--- config.mk ---
export PLATFORM = sky130hd
export DESIGN_NAME = dna_transition_transversion_counter_flat
export DESIGN_NICKNAME = d
export VERILOG_FILES = /design/src/hw/rtl/dttc_pkg.sv /design/src/hw/rtl/dttc_if.sv /design/src/hw/rtl/dttc_lane_count.sv /design/src/hw/rtl/dttc_accum.sv /design/src/hw/rtl/dna_transition_transversion_counter.sv /design/src/flat_wrapper.sv
export SDC_FILE = /design/constraint.sdc
export NUM_CORES = 1
export LEC_CHECK = 0
export BUFFER_PORTS_ARGS = -buffer_cell sky130_fd_sc_hd__buf_2
export CORE_MARGIN = 5
export CORE_UTILIZATION = 36
export DETAILED_ROUTE_END_ITERATION = 16
export PLACE_DENSITY_LB_ADDON = 0.3
export SYNTH_ARGS = -nofsm -noshare
export SYNTH_HDL_FRONTEND = slang
export SYNTH_HIERARCHICAL = 1
export SYNTH_SLANG_ARGS = --single-unit
--- constraint.sdc ---
create_clock -name clock -period 8.5 [get_ports clock]
set_input_delay 1.7 -clock clock [delete_from_list [all_inputs] [get_ports clock]]
set_output_delay 1.7 -clock clock [all_outputs]
set_load 0.05 [all_outputs]
--- src/hw/rtl/dttc_pkg.sv ---
// ----------------------------------------------------------------------------
// dttc_pkg
// Types, constants and the lane popcount shared by the transition /
// transversion counter.
// ----------------------------------------------------------------------------
package dttc_pkg;

   localparam int unsigned WORD_WIDTH  = 64;
   localparam int unsigned MAX_BASES   = 32;
   localparam int unsigned OUT_WIDTH   = 32;
   // enough bits to count every lane of a full word
   localparam int unsigned LANE_CNT_W  = 6;

   localparam logic [31:0] MASK_PAIRS  = 32'h5555_5555;
   localparam logic [31:0] MASK_NIBS   = 32'h3333_3333;
   localparam logic [31:0] MASK_BYTES  = 32'h0f0f_0f0f;

   typedef struct packed {
      logic [WORD_WIDTH-1:0] seq_a_word;
      logic [WORD_WIDTH-1:0] seq_b_word;
      logic [WORD_WIDTH-1:0] unknown_a_word;
      logic [WORD_WIDTH-1:0] unknown_b_word;
      logic                  last_word;
   } req_payload_type;

   typedef struct packed {
      logic [OUT_WIDTH-1:0] transition_count;
      logic [OUT_WIDTH-1:0] transversion_count;
      logic [OUT_WIDTH-1:0] unknown_count;
   } rsp_payload_type;

   typedef struct packed {
      logic [LANE_CNT_W-1:0] transition_ones;
      logic [LANE_CNT_W-1:0] transversion_ones;
      logic [LANE_CNT_W-1:0] unknown_ones;
   } lane_counts_type;

   // swar popcount over one bit per base
   function automatic logic [LANE_CNT_W-1:0] lane_ones(input logic [MAX_BASES-1:0] x);
      logic [31:0] s1;
      logic [31:0] s2;
      logic [31:0] s3;
      logic [LANE_CNT_W-1:0] total;
      s1 = x - ((x >> 1) & MASK_PAIRS);
      s2 = (s1 & MASK_NIBS) + ((s1 >> 2) & MASK_NIBS);
      s3 = (s2 + (s2 >> 4)) & MASK_BYTES;
      total = s3[LANE_CNT_W-1:0] + s3[8 +: LANE_CNT_W]
            + s3[16 +: LANE_CNT_W] + s3[24 +: LANE_CNT_W];
      return total;
   endfunction

endpackage

--- src/hw/rtl/dttc_if.sv ---
// ----------------------------------------------------------------------------
// dttc request / response channels
// Valid / ready channels carrying the word pair and the emitted totals.
// ----------------------------------------------------------------------------
interface dttc_req_if;
   import dttc_pkg::*;

   logic            valid;
   logic            ready;
   req_payload_type payload;

   modport source (output valid, output payload, input ready);
   modport sink   (input valid, input payload, output ready);
endinterface

interface dttc_rsp_if;
   import dttc_pkg::*;

   logic            valid;
   logic            ready;
   rsp_payload_type payload;

   modport source (output valid, output payload, input ready);
   modport sink   (input valid, input payload, output ready);
endinterface

--- src/hw/rtl/dttc_lane_count.sv ---
// ----------------------------------------------------------------------------
// dttc_lane_count
// Classifies the bases below BASES_PER_WORD of a word pair and counts
// transitions, transversions and unknown positions.
// ----------------------------------------------------------------------------
module dttc_lane_count #(
   parameter int unsigned BASES_PER_WORD = 32
) (
   input  dttc_pkg::req_payload_type word,
   output dttc_pkg::lane_counts_type counts
);
   import dttc_pkg::*;

   logic [WORD_WIDTH-1:0] unk;
   logic [WORD_WIDTH-1:0] diff;
   logic [MAX_BASES-1:0]  ts_lanes;
   logic [MAX_BASES-1:0]  tv_lanes;
   logic [MAX_BASES-1:0]  un_lanes;

   assign unk  = word.unknown_a_word | word.unknown_b_word;
   assign diff = (word.seq_a_word ^ word.seq_b_word) & ~unk;

   always_comb begin
      for (int i = 0; i < MAX_BASES; i++) begin
         if (i < BASES_PER_WORD) begin
            tv_lanes[i] = diff[2*i+1];
            ts_lanes[i] = diff[2*i] & ~diff[2*i+1];
            un_lanes[i] = unk[2*i];
         end else begin
            tv_lanes[i] = 1'b0;
            ts_lanes[i] = 1'b0;
            un_lanes[i] = 1'b0;
         end
      end
   end

   assign counts.transition_ones   = lane_ones(ts_lanes);
   assign counts.transversion_ones = lane_ones(tv_lanes);
   assign counts.unknown_ones      = lane_ones(un_lanes);

endmodule

--- src/hw/rtl/dttc_accum.sv ---
// ----------------------------------------------------------------------------
// dttc_accum
// Saturating totals and the result register; clears the totals on the
// last word of a pair.
// ----------------------------------------------------------------------------
module dttc_accum #(
   parameter int unsigned COUNT_WIDTH = 32
) (
   input  logic                       clock,
   input  logic                       reset,
   input  logic                       word_valid,
   input  logic                       word_last,
   input  dttc_pkg::lane_counts_type  counts,
   output logic                       advance,
   output logic                       out_valid,
   input  logic                       out_ready,
   output dttc_pkg::rsp_payload_type  out_payload
);
   import dttc_pkg::*;

   localparam logic [COUNT_WIDTH-1:0] COUNT_MAX = '1;

   logic [COUNT_WIDTH-1:0] ts_total_ff, ts_total_in;
   logic [COUNT_WIDTH-1:0] tv_total_ff, tv_total_in;
   logic [COUNT_WIDTH-1:0] un_total_ff, un_total_in;
   logic [COUNT_WIDTH-1:0] ts_sum, tv_sum, un_sum;
   logic                   out_valid_ff, out_valid_in;
   rsp_payload_type        out_payload_ff, out_payload_in;

   function automatic logic [COUNT_WIDTH-1:0] sat_add(
      input logic [COUNT_WIDTH-1:0] acc,
      input logic [LANE_CNT_W-1:0]  n
   );
      logic [COUNT_WIDTH:0] s;
      s = {1'b0, acc} + (COUNT_WIDTH+1)'(n);
      return s[COUNT_WIDTH] ? COUNT_MAX : s[COUNT_WIDTH-1:0];
   endfunction

   // a last word may only move on once the result register can take it
   assign advance = word_valid & (~word_last | ~out_valid_ff | out_ready);

   assign ts_sum = sat_add(ts_total_ff, counts.transition_ones);
   assign tv_sum = sat_add(tv_total_ff, counts.transversion_ones);
   assign un_sum = sat_add(un_total_ff, counts.unknown_ones);

   always_comb begin
      ts_total_in    = ts_total_ff;
      tv_total_in    = tv_total_ff;
      un_total_in    = un_total_ff;
      out_valid_in   = out_valid_ff & ~out_ready;
      out_payload_in = out_payload_ff;
      if (advance) begin
         if (word_last) begin
            ts_total_in    = '0;
            tv_total_in    = '0;
            un_total_in    = '0;
            out_valid_in   = 1'b1;
            out_payload_in.transition_count   = OUT_WIDTH'(ts_sum);
            out_payload_in.transversion_count = OUT_WIDTH'(tv_sum);
            out_payload_in.unknown_count      = OUT_WIDTH'(un_sum);
         end else begin
            ts_total_in = ts_sum;
            tv_total_in = tv_sum;
            un_total_in = un_sum;
         end
      end
   end

   always_ff @(posedge clock) begin
      if (reset) begin
         ts_total_ff  <= '0;
         tv_total_ff  <= '0;
         un_total_ff  <= '0;
         out_valid_ff <= 1'b0;
      end else begin
         ts_total_ff  <= ts_total_in;
         tv_total_ff  <= tv_total_in;
         un_total_ff  <= un_total_in;
         out_valid_ff <= out_valid_in;
      end
   end

   always_ff @(posedge clock) begin
      out_payload_ff <= out_payload_in;
   end

   assign out_valid   = out_valid_ff;
   assign out_payload = out_payload_ff;

endmodule

--- src/hw/rtl/dna_transition_transversion_counter.sv ---
// ----------------------------------------------------------------------------
// dna_transition_transversion_counter
// Counts transitions, transversions and unknown positions between two
// aligned 2-bit-per-base DNA sequences and reports the totals per pair.
// ----------------------------------------------------------------------------
// One word pair is accepted every clock unless stalled. A word goes into an
// input register, its three lane popcounts feed the saturating totals in the
// next cycle, and a word marked last loads the result register and clears
// the totals, so the totals reach the result register as the last word
// advances. The popcount tree plus one counter add and saturate sets the
// clock-to-clock path. The input stalls only while a last word waits behind
// a result that has not yet been taken. Counters are COUNT_WIDTH bits and
// saturate at all ones; bases at and above BASES_PER_WORD are ignored.
module dna_transition_transversion_counter #(
   parameter int unsigned BASES_PER_WORD = 32,
   parameter int unsigned COUNT_WIDTH    = 32
) (
   input  logic        clock,
   input  logic        reset,
   dttc_req_if.sink    req_if,
   dttc_rsp_if.source  rsp_if
);
   import dttc_pkg::*;

   logic            word_valid_ff, word_valid_in;
   req_payload_type word_ff;
   lane_counts_type counts;
   logic            advance;
   logic            req_take;

   assign req_if.ready  = ~word_valid_ff | advance;
   assign req_take      = req_if.valid & req_if.ready;
   assign word_valid_in = req_take | (word_valid_ff & ~advance);

   always_ff @(posedge clock) begin
      if (reset) begin
         word_valid_ff <= 1'b0;
      end else begin
         word_valid_ff <= word_valid_in;
      end
   end

   always_ff @(posedge clock) begin
      if (req_take) begin
         word_ff <= req_if.payload;
      end
   end

   dttc_lane_count #(
      .BASES_PER_WORD (BASES_PER_WORD)
   ) u_lane_count (
      .word   (word_ff),
      .counts (counts)
   );

   dttc_accum #(
      .COUNT_WIDTH (COUNT_WIDTH)
   ) u_accum (
      .clock       (clock),
      .reset       (reset),
      .word_valid  (word_valid_ff),
      .word_last   (word_ff.last_word),
      .counts      (counts),
      .advance     (advance),
      .out_valid   (rsp_if.valid),
      .out_ready   (rsp_if.ready),
      .out_payload (rsp_if.payload)
   );

endmodule
--- src/flat_wrapper.sv ---
// flat-port wrapper written by rule: the top's interface ports become plain ports
module dna_transition_transversion_counter_flat import dttc_pkg::*;
#(
   parameter int unsigned BASES_PER_WORD = 32,
   parameter int unsigned COUNT_WIDTH    = 32
)
  (clock, reset, req_if_valid, req_if_payload, req_if_ready, rsp_if_valid, rsp_if_payload, rsp_if_ready);
  dttc_req_if req_if_i ();
  dttc_rsp_if rsp_if_i ();
  input  logic clock;
  input  logic reset;
  input wire logic [$bits(req_if_i.valid)-1:0] req_if_valid;
  input wire logic [$bits(req_if_i.payload)-1:0] req_if_payload;
  output wire logic [$bits(req_if_i.ready)-1:0] req_if_ready;
  output wire logic [$bits(rsp_if_i.valid)-1:0] rsp_if_valid;
  output wire logic [$bits(rsp_if_i.payload)-1:0] rsp_if_payload;
  input wire logic [$bits(rsp_if_i.ready)-1:0] rsp_if_ready;
  assign req_if_i.valid = req_if_valid;
  assign req_if_i.payload = req_if_payload;
  assign req_if_ready = req_if_i.ready;
  assign rsp_if_valid = rsp_if_i.valid;
  assign rsp_if_payload = rsp_if_i.payload;
  assign rsp_if_i.ready = rsp_if_ready;
  dna_transition_transversion_counter #(.BASES_PER_WORD(BASES_PER_WORD), .COUNT_WIDTH(COUNT_WIDTH)) u_core (.clock(clock), .reset(reset), .req_if(req_if_i), .rsp_if(rsp_if_i));
endmodule
==> out/metrics.cfg <==
[placed_design]
io_buffers = 358
place.gp.congestion = 0.908
place.detailed.instances = 3685
hpwl_mm = 55.5

[clock_tree]
cts_buffers = 48
cts.hold.buffers_added = 0
ctsRootBufferMaster = sky130_fd_sc_hd__clkbuf_16
htree_num_levels = 2
tritoncts = yes
worst_setup_hold_path_clk_slew_ns = 0.06
numClockSinks = 451
cts.path.max_buffers = 3
insertion_delay_ns = 0.57

[yosys]
synth.yosys.warnings = 6
synth_top_area_share = 0.398
synthArstFlopShare = 0
synth-edff-count = 353
synthMostInstantiatedCell = sky130_fd_sc_hd__edfxtp_1
post_synth_inst_count = 2369
yosys_register_bits = 451
postSynth.topFlopCell = sky130_fd_sc_hd__edfxtp_1
synth.cell_area_mm2 = 0.0267
yosys-top-cells-area = sky130_fd_sc_hd__edfxtp_1 40%, sky130_fd_sc_hd__ha_1 11%, sky130_fd_sc_hd__dfxtp_1 7.4%
netlist_top_cells_count = 353 x sky130_fd_sc_hd__edfxtp_1, 225 x sky130_fd_sc_hd__ha_1, 198 x sky130_fd_sc_hd__inv_1
synth.net_count = 2916
synth.yosys.seq_area_share = 0.471
synth_area_leader_cell = sky130_fd_sc_hd__edfxtp_1
syn-mean-instance-area_um2 = 11.3
synth.distinct_cells = 112

[timing]
period_minus_slack_ns = 8.12
max_slew_margin = 0.299
worst_slew_pin_slew_ns = 1.05
fin_skew_ns = 0.0159
slew_viol_final = 0
setup_viol = 0
hold_viol = 0
final_min_period_over_clock_period = 0.956
achievable-frequency_mhz = 123

[finish]
instances_no_fill = 3775
nets = 3330
synthToLayoutAreaGrowth_pct = 18.4
share_of_post_route_cells_with_drive_strength_above_1 = 0.215

[global_routing]
antenna_found_initial = 1
grt_usage = 0.172
grt_pass1_vias = 20000
global_route_wire_length_before_repair_mm = 109
gr-total-overflow = 0
grt_max_degree = 158

[detailed_routing]
vias_per_cell = 5.16
via_count = 19500
wirelength_mm = 70.8
routedWlPerCell_um = 18.7
drtPass1Iterations = 7
number_of_drc_markers_after_the_initial_detailed_route_iteration = 1057
drcViolationCount = 0
drt.antenna.violating_nets = 0

[critical_path]
slack_of_the_worst_reg_to_reg_path_ns = 0.38
r2r.worst_path.cells = 28
timing.rr.end = u_core/u_accum/out_payload[79]
criticalPathCategory = flip-flop to flip-flop
crit_path_start_kind = flip-flop
crit_path_end_kind = flip-flop
path_max_fanout = 6
crit_path_frequent_cell = sky130_fd_sc_hd__inv_1
r2r-start = u_core/word_ff[148]
worst_path_max_delay_cell = sky130_fd_sc_hd__fa_1
timing.critical_path.slowest_cell_delay_ns = 0.55
worstPathArrival_ns = 8.44
required_ns = 8.82

[outcome]
run_status = finished clean

[hold_path]
min_path_cells = 1
min_from = u_core/u_accum/tv_total_ff[4]
worst_hold_path_type = flip-flop to flip-flop
worst_hold_path.endpoint = u_core/u_accum/tv_total_ff[4]

[floorplan]
chipHeight_um = 282
die_w_um = 282
starting_density_of_the_core = 0.364
floorplan.rows = 99
floorplan.core_area_mm2 = 0.0732
pin_count = 359
die_area_mm2 = 0.0796

[run]
maxCapViolations = 0

[metrics by stage]
step                      worst slack [ns]   util  instance area (um2)  hold slack, ns  setup TNS (ns)
after floorplan                      0.766      -                26700           0.453               0
after global placement               0.132  0.407                29800           0.468               0
after detailed placement           -0.0329  0.407                29800           0.475         -0.0488
after CTS                           0.0611  0.428                31300           0.492               0
after global routing              -0.00800  0.431                31600           0.503        -0.00800
final                                0.377  0.431                31600           0.489               0
[how the worst max path moves through the flow]
stage,start,endpoint,cells after the start
2_1_floorplan,u_core/word_ff[160],u_core/u_accum/out_payload[79],28
3_3_place_gp,u_core/word_ff[148],u_core/u_accum/ts_total_ff[28],30
3_5_place_dp,u_core/word_ff[148],u_core/u_accum/ts_total_ff[28],30
4_1_cts,u_core/word_ff[198],u_core/u_accum/out_payload[46],28
5_1_grt,u_core/word_ff[148],u_core/u_accum/out_payload[89],31
6_report,u_core/word_ff[148],u_core/u_accum/out_payload[79],28
[registers in the layout (all words and copies together) (netlist names)]
name,count
u_core/word_ff,257
u_core/u_accum/out_payload,96
u_core/u_accum/ts_total_ff,32
u_core/u_accum/tv_total_ff,32
u_core/u_accum/un_total_ff,32
u_core/u_accum/out_valid,1
u_core/word_valid_ff,1
[kinds of logic (layout without fill, tap and decap cells)]
logic type,Yosys count,in the layout,share of synthesized area
and+or+nand+nor,648,648,0.129
AOI/OAI and AO/OA,493,493,0.131
DFF,451,451,0.471
adders and majority gates,286,286,0.151
buffers and inverters,254,698,0.0382
xor gates and xnor gates,226,226,0.0748
muxes,11,11,0.00437
other,0,3,0
[cell type report]
type                       instances  area [um2]
antenna                            3        7.51
timing repair buffer             420        2270
inverter                         198         743
multi-input combinational       1664       13300
clock inverter                    23         206
fill                            6901       41700
tap                              959        1200
clock buffer                      57        1270
sequential                       451       12600
[per-layer routing]
metal | vias up | global-route usage | routed length, um
li1 | 9447 | - | -
met1 | 9373 | 0.217 | 29900
met2 | 565 | 0.308 | 35600
met3 | 89 | 0.0300 | 3790
met4 | 0 | 0.0416 | 1490
met5 | - | 0 | 0
[layout by cell type (no fill, tap or decap), types with 14 or more instances in the layout]
cell / count
sky130_fd_sc_hd__inv_1: 198
sky130_fd_sc_hd__a21o_1: 36
sky130_fd_sc_hd__edfxtp_1: 353
sky130_fd_sc_hd__a31oi_1: 24
sky130_fd_sc_hd__nand3_1: 73
sky130_fd_sc_hd__a21oi_1: 113
sky130_fd_sc_hd__nor2_1: 138
sky130_fd_sc_hd__xor2_1: 81
sky130_fd_sc_hd__a311oi_1: 24
sky130_fd_sc_hd__fa_1: 61
sky130_fd_sc_hd__nor4_1: 17
sky130_fd_sc_hd__xnor2_1: 142
sky130_fd_sc_hd__o21a_1: 16
sky130_fd_sc_hd__a211oi_1: 17
sky130_fd_sc_hd__or3_1: 34
sky130_fd_sc_hd__clkbuf_16: 49
sky130_fd_sc_hd__and3_1: 22
sky130_fd_sc_hd__nand2_1: 161
sky130_fd_sc_hd__ha_1: 225
sky130_fd_sc_hd__buf_2: 358
sky130_fd_sc_hd__o21ai_0: 89
sky130_fd_sc_hd__nand4_1: 25
sky130_fd_sc_hd__dfxtp_1: 98
sky130_fd_sc_hd__nor3_1: 48
sky130_fd_sc_hd__buf_4: 61
sky130_fd_sc_hd__nand2b_1: 14
sky130_fd_sc_hd__a22o_1: 24
[worst max-delay path, delay by kind of cell, from the launching register on]
kind            cells  cell delay [ns]
buf+inv             8             0.74
simple gates        2             0.37
flops               1             0.43
xor+xnor            2             0.41
compound gates      7             2.26
fa+ha+maj           8             3.32
mux                 1             0.33
[what timing repair did]
| action | in CTS | in global routing |
|---|---|---|
| endpoints found under the setup margin | 6 | 150 |
| gates resized for setup | 1 | 45 |
| pin swaps | 0 | 3 |
| buffers inserted | 0 | 7 |
| gates cloned | 0 | 0 |
Power is not shown: default switching activity piles up to over one toggle a cycle in this logic, so the estimate is an artifact.
